`src/rtl/core/mcumm_ram.sv`:
```
module mcumm_ram #(
    parameter int WIDTH = 8,
    parameter int DEPTH = 256
) (
    input  logic                     clk,
    input  logic                     we,
    input  logic                     re,
    input  logic [$clog2(DEPTH)-1:0] addr,
    input  logic [WIDTH-1:0]         wdata,
    output logic [WIDTH-1:0]         rdata
);

    logic [WIDTH-1:0] mem [DEPTH];

    always_ff @(posedge clk)
    begin
        if (we)
        begin
            mem[addr] <= wdata;
        end
        if (re)
        begin
            rdata <= mem[addr];
        end
    end

endmodule

```
`config.mk`:
```
export PLATFORM = sky130hd
export DESIGN_NAME = mcumm_ram
export DESIGN_NICKNAME = d
export VERILOG_FILES = /design/src/rtl/core/mcumm_ram.sv
export SDC_FILE = /design/constraint.sdc
export NUM_CORES = 2
export LEC_CHECK = 0
export BUFFER_PORTS_ARGS = -buffer_cell sky130_fd_sc_hd__buf_2
export CELL_PAD_IN_SITES_DETAIL_PLACEMENT = 1
export CELL_PAD_IN_SITES_GLOBAL_PLACEMENT = 1
export CORE_MARGIN = 4
export CORE_UTILIZATION = 28
export CTS_BUF_LIST = sky130_fd_sc_hd__clkbuf_4
export DETAILED_ROUTE_END_ITERATION = 8
export GPL_ROUTABILITY_DRIVEN = 0
export PLACE_DENSITY = 0.53
export SYNTH_ARGS = -nofsm -noshare
export SYNTH_HDL_FRONTEND = slang
export SYNTH_SLANG_ARGS = --single-unit
```
`constraint.sdc`:
```
create_clock -name clk -period 4 [get_ports clk]
set_input_delay 0.8 -clock clk [delete_from_list [all_inputs] [get_ports clk]]
set_output_delay 0.8 -clock clk [all_outputs]
set_load 0.005 [all_outputs]
```
**After elaboration in Yosys (flattened, before gate mapping)**

Memory sizes are Yosys's and may differ from the RTL's. A register that Yosys moved wholly into a read port is not among the register bits.
Index checks and enable logic that the tools add are counted.

- Bits in registers: 0
- Memory bits (writable): 2,048
- Input port bits: 19
- Output and inout bits: 8
- Logic and storage cells: 3
- Memories: 1

Memories:

| memory | depth | width | rd ports | clocked after Yosys merged registers in | wr ports | RTL line | RTL |
|---|---|---|---|---|---|---|---|
| mem | 256 | 8 | 1 | 1 | 1 | 13 | `logic [WIDTH-1:0] mem [DEPTH];` |

- Muxes and demuxes: 2

Operators by type and width:

| kind | count |
|---|---|
| two-way mux 1 bit | 2 |

**Depth between registers and ports, before layout**

- Depth in word-level cells: 2
- Mapped depth: 10
- Mapped depth without buffers: 5

**Worst setup path before layout**

No wires, ideal clock.

- Path type: input-to-reg
- Start: in addr[1]
- End: mem mem[111][0], enable pin
- Library setup time: 0.370 ns
- Arrival: 2.649 ns
- Data required time: 3.630 ns
- Setup slack: 0.981 ns
- Cell stages on the path: 9
- Path buffers: 5
- Path through: buf_2 -> clkbuf_1 -> clkbuf_1 -> nand2_1 -> buf_2 -> nor2_1 -> nand2_1 -> clkbuf_1 -> nor2_1

RTL lines:

| element | RTL line | RTL |
|---|---|---|
| start: declaration | 8 | `input logic [$clog2(DEPTH)-1:0] addr,` |
| end: declaration | 13 |  |

Straight into the memory's write port.

==> out/metrics.yaml <==
status: "complete, no violations"
wl_um: 222000
synth_area_um2: 78600
cts-root-buf: "clkbuf_4"
dr.pass1.iters: 8
ios: 27
required_ps: 5070
synthXorXnorAreaFrac_pct: 0
clock_path_buffers: 4
slew_viol_final: 0
post-route-period-util_pct: 78.4
die_y_um: 538
antenna_found_initial: 17
pre_cts_slack_ps: -426
cap_violations: 0
arrival_ps: 4210
cts_tree: "yes"
max_stage_delay_ps: 860
synth.net_count: 3566
synth-compound-area-share_pct: 3.62
synth_top_family_by_area: "multiplexers"
p_leak_nw: 29.9
fin_cells: 8544
endpoint_kind: "flop"
ys_async_sr_fraction_pct: 0
synthAdderAreaFrac_pct: 0
fmax_mhz: 319
mostFrequentLayoutCell: "edfxtp_1"
start_util_pct: 28.1
setup_viol: 0
p_int_mw: 34.6
cpMostUsedCell: "buf_4"
dp_cells: 7593
clock-sinks: 2056
syn_area_per_cell_um2: 22.2
die_area_um2: 289000
clkPwrFrac_pct: 41.7
cts_buffers: 577
area_delta_synth_final_pct: 19.6
grt_pass1_wl_um: 319000
layout-drive-gt1-share_pct: 40.5
synthCells: 3547
min_period_ps: 3140
skew_ps: 123
ctsHtreeMaxLevel: 6
power_switching_mw: 10.0
post_drt_wl_per_cell_um: 26.0
clk_latency_ps: 1390
synth.distinct_cells: 21
rsz0062_at_grt: "false"
die_w_um: 538
dp_hpwl_um: 137000
grt_max_degree: 187
seq_area_frac_synth_pct: 78.6
ant_nets: 0
synth_seq_cells: 2056
combPwrFrac_pct: 5.0
crit_fanout: 26
crit_chain: "dlygate4sd3_1, buf_2, and2_4, buf_12, buf_4, a22oi_1, a21oi_1, o41ai_1, buf_4, nand4_1"
setup.worst_path.start_class: "primary input"
clk_pin_slew_ps: 80
overflow: 0
num_rows: 194
drc_errors: 0
viasPerCell: 4.80
vias: 41000
critPathBufInv: 5
power.density_nw_per_um2: 475
grt_util_all_layers_pct: 15.2
sequentialPowerShare_pct: 53.3
first_iter_violations: 3481
finalHoldViolations: 0
synth.area.mux_share_pct: 14.7
ys_dominant_reg_cell: "edfxtp_1"
layout_common_cells: "edfxtp_1 (2056), clkbuf_4 (834), mux4_2 (512)"
setup_slack_ps: 862
max_slew.worst_pin.slew_ps: 1280
synth_simple_gate_area_share_pct: 1.73
crit_type: "in2reg"
portBuffers: 26
min_path_type: "in2reg"
switching_share_pct: 22.4
grt_pass1_vias: 44200
critPathTopFamily: "buffers and inverters"
worst_path_max_delay_cell: "o41ai_1"
vdd_drop_max_mv: 0.375
relSlewSlack_pct: 14.5
synth_edf_count: 2056
nNetsFinal: 4477
yosysWarnings: 0
postCtsSetupBuffers: 0
core_um2: 279000
[routing by layer]
metal  track usage [%]  wire length [µm]  up-vias
li1                  -                 -    17200
met1              20.8             96000    21900
met2              24.0            106000     1409
met3              3.56             14100      363
met4              5.19              5890        8
met5                 0                55        -
[state kept, by name, indices dropped and copies added (netlist names)]
register / count
rdata: 8
mem: 2048
[worst register-to-register path: cells and delay by family, from the launching register on]
kind | cells | cell delay (ps)
AOI/OAI and AO/OA | 3 | 1440
muxes | 1 | 490
DFF | 1 | 350
buffers and inverters | 1 | 260
and+or+nand+nor | 1 | 80
[layout make-up]
class                           count  area, µm²
Antenna cell                       11       27.5
Tap cell                         3724       4660
Fill cell                       27900     185000
Sequential cell                  2056      61700
Clock buffer                      834       6260
Multi-Input combinational cell   1258      15800
Clock inverter                     96        616
Inverter                            1       3.75
Timing Repair Buffer              564       4910
[kinds of logic (layout without fill, tap and decap cells)]
kind of cell | after synthesis | in the layout
flops | 2056 | 2056
mux | 512 | 512
compound gates | 416 | 416
simple gates | 330 | 330
buf+inv | 233 | 1495
other cells | 0 | 11
[Yosys cell counts (all sizes together), types with 2 or more instances]
cell	count	area, µm²
o41ai	32	280
a22oi	256	1920
clkbuf	145	544
nor2	232	871
nand4	8	50.1
mux4	512	11500
nand2b	6	37.5
nor3	30	150
buf	87	552
a21oi	128	641
nand3	13	65.1
edfxtp	2056	61700
nand2	28	105
or2	2	12.5
and2	3	18.8
nor2b	7	43.8
[repair_timing]
item,CTS,global route
endpoints found under the hold margin,464,0
hold buffers,10,0
gates resized for setup,0,0
[path summary, 6_finish.rpt]
kind,startpoint,endpoint,slack (ps),depth (start not counted)
hold / removal,addr[6],rdata[1],200,5
setup reg to reg,mem[143][7],rdata[7],1140,6
setup / recovery,addr[2],rdata[7],860,10
hold reg to reg,mem[255][0],rdata[0],1040,5
[metrics by stage]
step	utilization, %	hold slack [ps]	power, mW	instance area [µm²]	TNS, ps
finish	33.6	200	44.6	94000	0
detailed placement	31.1	1040	26.5	87000	-697
floorplan	-	896	25.3	78600	0
CTS	33.6	23.3	45.4	94000	0
global route	33.6	124	46.7	94000	0
global placement	31.1	1020	26.5	87000	-922
[power by group through the flow]
stage               Clock, mW  Combinational (mW)  Sequential [mW]
detailed placement          0                2.27             24.2
global route             20.6                2.38             23.8
global placement            0                2.25             24.2
CTS                      19.3                2.28             23.8
floorplan                   0                1.06             24.2
finish                   18.6                2.23             23.8
No activity file was read; power rests on OpenSTA's default activity.
