## src/rtl/core/mcumm_pkg.sv

```systemverilog
package mcumm_pkg;

    localparam int IRAM_DEPTH = 128;
    localparam int SFR_DEPTH = 128;
    localparam int INT_DEPTH = IRAM_DEPTH + SFR_DEPTH;
    localparam int XRAM_DEPTH_DEF = 65536;
    localparam int CODE_DEPTH_DEF = 65536;

    localparam logic OP_WRITE = 1'b1;

    localparam logic [2:0] SPACE_IRAM = 3'd0;
    localparam logic [2:0] SPACE_XRAM = 3'd1;
    localparam logic [2:0] SPACE_CODE = 3'd2;
    localparam logic [2:0] SPACE_SFR = 3'd3;
    localparam logic [2:0] SPACE_BIT = 3'd4;

    localparam logic [7:0] SFR_SP = 8'h81;
    localparam logic [7:0] SFR_SCON = 8'h98;
    localparam logic [7:0] SFR_SBUF = 8'h99;
    localparam logic [7:0] SP_RESET = 8'h07;
    localparam logic [7:0] TI_MASK = 8'h02;
    localparam logic [3:0] BIT_IRAM_BASE = 4'h2;

    typedef enum logic [2:0] {
        K_NONE,
        K_IRAM,
        K_XRAM,
        K_CODE,
        K_BIT,
        K_SBUF_RD,
        K_SBUF_WR
    } kind_t;

    typedef struct packed {
        kind_t       kind;
        logic        wr;
        logic [7:0]  iaddr;
        logic [2:0]  bit_sel;
        logic [7:0]  data;
        logic [7:0]  rx;
        logic [15:0] addr;
        logic        iram_re;
        logic        iram_we;
        logic        xram_re;
        logic        xram_we;
        logic        code_re;
        logic        code_we;
    } op_t;

endpackage

```

## src/rtl/core/mcumm_decode.sv

```systemverilog
module mcumm_decode
    import mcumm_pkg::*;
(
    input  logic        opcode,
    input  logic [2:0]  space,
    input  logic [15:0] address,
    input  logic [7:0]  write_byte,
    input  logic [7:0]  serial_rx_byte,
    output op_t         op
);

    logic [7:0] a8;
    kind_t      sfr_kind;

    assign a8 = address[7:0];

    always_comb
    begin
        if (a8 == SFR_SBUF)
        begin
            sfr_kind = (opcode == OP_WRITE) ? K_SBUF_WR : K_SBUF_RD;
        end
        else if (!a8[7])
        begin
            sfr_kind = K_NONE;
        end
        else
        begin
            sfr_kind = K_IRAM;
        end
    end

    always_comb
    begin
        op = '0;
        op.wr = (opcode == OP_WRITE);
        op.bit_sel = a8[2:0];
        op.data = write_byte;
        op.rx = serial_rx_byte;
        op.addr = address;
        op.iaddr = a8;
        op.kind = K_NONE;
        case (space)
            SPACE_IRAM: op.kind = a8[7] ? sfr_kind : K_IRAM;
            SPACE_XRAM: op.kind = K_XRAM;
            SPACE_CODE: op.kind = K_CODE;
            SPACE_SFR:  op.kind = sfr_kind;
            SPACE_BIT:
            begin
                op.kind = K_BIT;
                if (a8[7])
                begin
                    op.iaddr = {1'b1, a8[6:3], 3'b000};
                end
                else
                begin
                    op.iaddr = {BIT_IRAM_BASE, a8[6:3]};
                end
            end
            default: op.kind = K_NONE;
        endcase
        if (op.kind == K_SBUF_WR)
        begin
            op.iaddr = SFR_SCON;
        end
        op.iram_re = (op.kind == K_IRAM && !op.wr) || op.kind == K_BIT
                     || op.kind == K_SBUF_WR;
        op.iram_we = (op.kind == K_IRAM && op.wr);
        op.xram_re = (op.kind == K_XRAM && !op.wr);
        op.xram_we = (op.kind == K_XRAM && op.wr);
        op.code_re = (op.kind == K_CODE && !op.wr);
        op.code_we = (op.kind == K_CODE && op.wr);
    end

endmodule

```

## config.mk

```make
export PLATFORM = sky130hd
export DESIGN_NAME = mcumm_decode
export DESIGN_NICKNAME = d
export VERILOG_FILES = /design/src/rtl/core/mcumm_pkg.sv /design/src/rtl/core/mcumm_decode.sv
export SDC_FILE = /design/constraint.sdc
export NUM_CORES = 1
export LEC_CHECK = 0
export BUFFER_PORTS_ARGS = -buffer_cell sky130_fd_sc_hd__buf_2
export CAP_MARGIN = 20
export CELL_PAD_IN_SITES_DETAIL_PLACEMENT = 1
export CELL_PAD_IN_SITES_GLOBAL_PLACEMENT = 2
export CORE_MARGIN = 3
export CORE_UTILIZATION = 11
export DETAILED_ROUTE_END_ITERATION = 7
export PLACE_DENSITY = 0.8
export REMOVE_ABC_BUFFERS = 1
export SLEW_MARGIN = 40
export SYNTH_ARGS = -nofsm -noshare
export SYNTH_HDL_FRONTEND = slang
export SYNTH_SLANG_ARGS = --single-unit
```

## constraint.sdc

```tcl
create_clock -name vclk -period 0.8
set_input_delay 0.04 -clock vclk [all_inputs]
set_output_delay 0.04 -clock vclk [all_outputs]
set_load 0.02 [all_outputs]
```

# After elaboration in Yosys (flattened, before gate mapping)
# Index checks and enable logic that the tools add are counted.
[op_classes] n_eq_ne=10 mux=8 reduce_logical=10
[ops] operator="two-way mux 8 bit" n=3
[ops] operator="case mux 3 bit (5 select lines)" n=1
[ops] operator="== test 3 x 2 -> 1 bit, second input constant" n=4
[ops] operator="== test 3 bit, second input constant" n=3
[ops] operator="== test 8 bit, second input constant" n=1
[ops] operator="== test 3 x 1 -> 1 bit, second input constant" n=2
[ops] operator="logical AND 1 bit" n=6
[ops] operator="two-way mux 3 bit" n=2
[ops] operator="logical NOT 3 bit" n=1
[ops] operator="logical OR 1 bit" n=2
[ops] operator="two-way mux 2 bit" n=1
[ops] operator="logical NOT 1 bit" n=1
[ops] operator="two-way mux 1 bit" n=1
[word_totals] regBits=0 input_bits=36 output_inout_bits=53 elab_cells=28

# Longest topological paths before layout
[depth] word_depth=8 mapped_depth=4 mapped_depth_nobuf=3

# Worst setup path before layout
# No wires, ideal clock.
[synth_timing] kind="input-to-output" startpoint="input space[1]" endpoint="output op[41] (netlist bit)" arrival_ns=1.057 t_required_ns=0.760 path_slack_ns=-0.297 cell_stages=4 path_buffers=1 cell_sequence="or3b_1 buf_2 mux2i_1 a41oi_1"
[synth_lines] item="start: declaration" line="mcumm_decode.sv:5" text="input logic [2:0] space,"
[synth_lines] item="end: declaration" line="mcumm_decode.sv:9" text="output op_t op"

==> flow_metrics.tcl <==
set metrics [dict create \
    synthCells 88 \
    clkPwrFrac 0 \
    start_util 0.116 \
    drive_above_1_share 0.780 \
    critPathLaunchType "primary input" \
    regArea_um2 0 \
    fp-row-count 26 \
    hold_buffers 0 \
    max_clock_freq_mhz 943 \
    netSwitchingFraction 0.496 \
    syn_avg_cell_area_um2 6.92 \
    vdd_ir_drop_max_mv 0.164 \
    seqPwrFrac 0 \
    nets 147 \
    hold_viol_final 0 \
    drtIter0Drc 13 \
    grt_pass1_vias 701 \
    rsz0062_at_grt "yes" \
    synth_xor_area_frac 0 \
    antenna_found_initial 0 \
    maxCapViolations 0 \
    wl_per_cell_um 16.7 \
    max_slew.worst_pin.slew_ps 197 \
    yosysWarningCount 0 \
    worstSetupStartpoint "space[1]" \
    critical_path_class "in -> out" \
    routed_wl_um 2980 \
    synth_seq_area_share 0 \
    slew_viol_final 0 \
    vias 667 \
    violations "negative setup slack" \
    cp-end-kind "primary output" \
    synth_top_family_by_area "buffers and inverters" \
    route.detailed.drc 0 \
    synth_top_cell_by_area "buf_4" \
    synth-simple-area-share 0.322 \
    fin_crit_sh 1.33 \
    synth_top_cells_by_area "buf_4 (44%), buf_2 (4.1%), nand2_1 (3.7%), nand2b_1 (3.1%), nor2b_1 (3.1%)" \
    critical_path.endpoint "op[44]" \
    muxShareOfSynthArea 0.0349 \
    place_inst 173 \
    synth-compound-area-share 0.133 \
    nClkBuffers 0 \
    p_comb_frac 1.000 \
    slew-limit-headroom 0.865 \
    core_mm2 0.00524 \
    crit_fanout 3 \
    hp-class "in -> out" \
    worstPathRequired_ps 760 \
    drt-pass1-iter-count 3 \
    p_switching_mw 0.292 \
    p_leak_nw 0.488 \
    synth_cell_types 33 \
    dp_hpwl_um 2350 \
    design_area_mm2 0.00104 \
    dpl_cell_area_um2 739 \
    timing.final.crit_period_ps 1060 \
    final_common_cell "buf_4" \
    syn_area_um2 609 \
    setup_slack_ps -260 \
    antenna_left 0 \
    viasPerCell 3.73 \
    globalplace.congestion 0.685 \
    synth_top_area_share 0.444 \
    grt_use_total 0.0877 \
    flops_and_latches 0 \
    port_buffers 41 \
    antenna_cells 0 \
    syn_to_final_growth_pct 70.2 \
    final_cell_mix "buf_4 (28), buf_6 (18), buf_2 (15), nand2_1 (5), nor2b_1 (3)" \
    fin_cells 179 \
    ioPinCount 89 \
    synth-adder-area-share 0 \
    status "finished with violations" \
    grt_max_degree 12 \
    grt_pass1_wl_um 4210 \
    arrival_ps 1020 \
    p_int_mw 0.297 \
    die_y_um 80.4 \
    setup_viol 16 \
    die_x_um 80.4 \
    die_area_mm2 0.00647 \
    grt_overflow 0 \
    p_per_area_mw_per_mm2 568 \
]
worst max-delay path: stages:
cell    delay [ps]
buf_6           90
or2_4          260
nor3_4         160
mux2_4         320
buf_6          130
how the worst min path moves through the flow:
| stage | startpoint | to | slack (ps) | cells after the start |
|---|---|---|---|---|
| finish | write_byte[0] | op[30] | 80 | 0 |
| global route | write_byte[0] | op[30] | 80 | 0 |
| CTS | write_byte[0] | op[30] | 80 | 0 |
| detailed placement | write_byte[0] | op[30] | 80 | 0 |
| global placement | write_byte[0] | op[30] | 80 | 0 |
| floorplan | address[4] | op[10] | 80 | 0 |
cells by family (layout without fill, tap and decap cells):
| group | after synthesis | count (layout) |
|---|---|---|
| simple gates | 29 | 29 |
| compound gates | 12 | 12 |
| buf+inv | 45 | 66 |
| mux | 2 | 2 |
routing by layer:
layer,up-vias,track usage,part of all wire
li1,303,-,-
met1,316,0.0948,0.36
met2,44,0.139,0.48
met3,2,0.0673,0.14
met4,2,0,0.00067
met5,-,0.0636,0.016
cells in the mapped netlist (2+ instances only):
master	instances
nand2_1	6
nor2b_1	3
clkbuf_1	2
buf_2	5
buf_4	36
o21ai_1	2
nand2b_1	3
a21oi_1	3
nand3_1	3
or2_1	2
power groups by stage:
stage | logic [mW] | registers (mW) | clock network, mW
global route | 0.626 | 0 | 0
CTS | 0.558 | 0 | 0
finish | 0.589 | 0 | 0
global placement | 0.429 | 0 | 0
floorplan | 0.148 | 0 | 0
detailed placement | 0.434 | 0 | 0
cell type report:
cell class / count / area, um^2
Timing Repair Buffer: 64 / 538
Multi-Input combinational cell: 43 / 399
Tap cell: 70 / 87.6
Inverter: 2 / 12.5
Fill cell: 627 / 4200
what timing repair did:
action,in CTS,in global routing
setup buffers,6,0
gates resized for setup,48,14
setup endpoints to repair,16,16
pin swaps,11,5
through the flow:
stage / setup WS [ps] / power (mW) / TNS [ps] / utilization / hold WS, ps
after floorplan: -279 / 0.148 / -978 / - / 80.0
after detailed placement: -403 / 0.434 / -3670 / 0.141 / 80.1
after global routing: -312 / 0.626 / -3290 / 0.198 / 80.1
final: -260 / 0.589 / -2690 / 0.198 / 80.0
after global placement: -395 / 0.429 / -3520 / 0.141 / 80.1
after CTS: -322 / 0.558 / -3120 / 0.187 / 80.1
(Power assumes the default switching activity.)
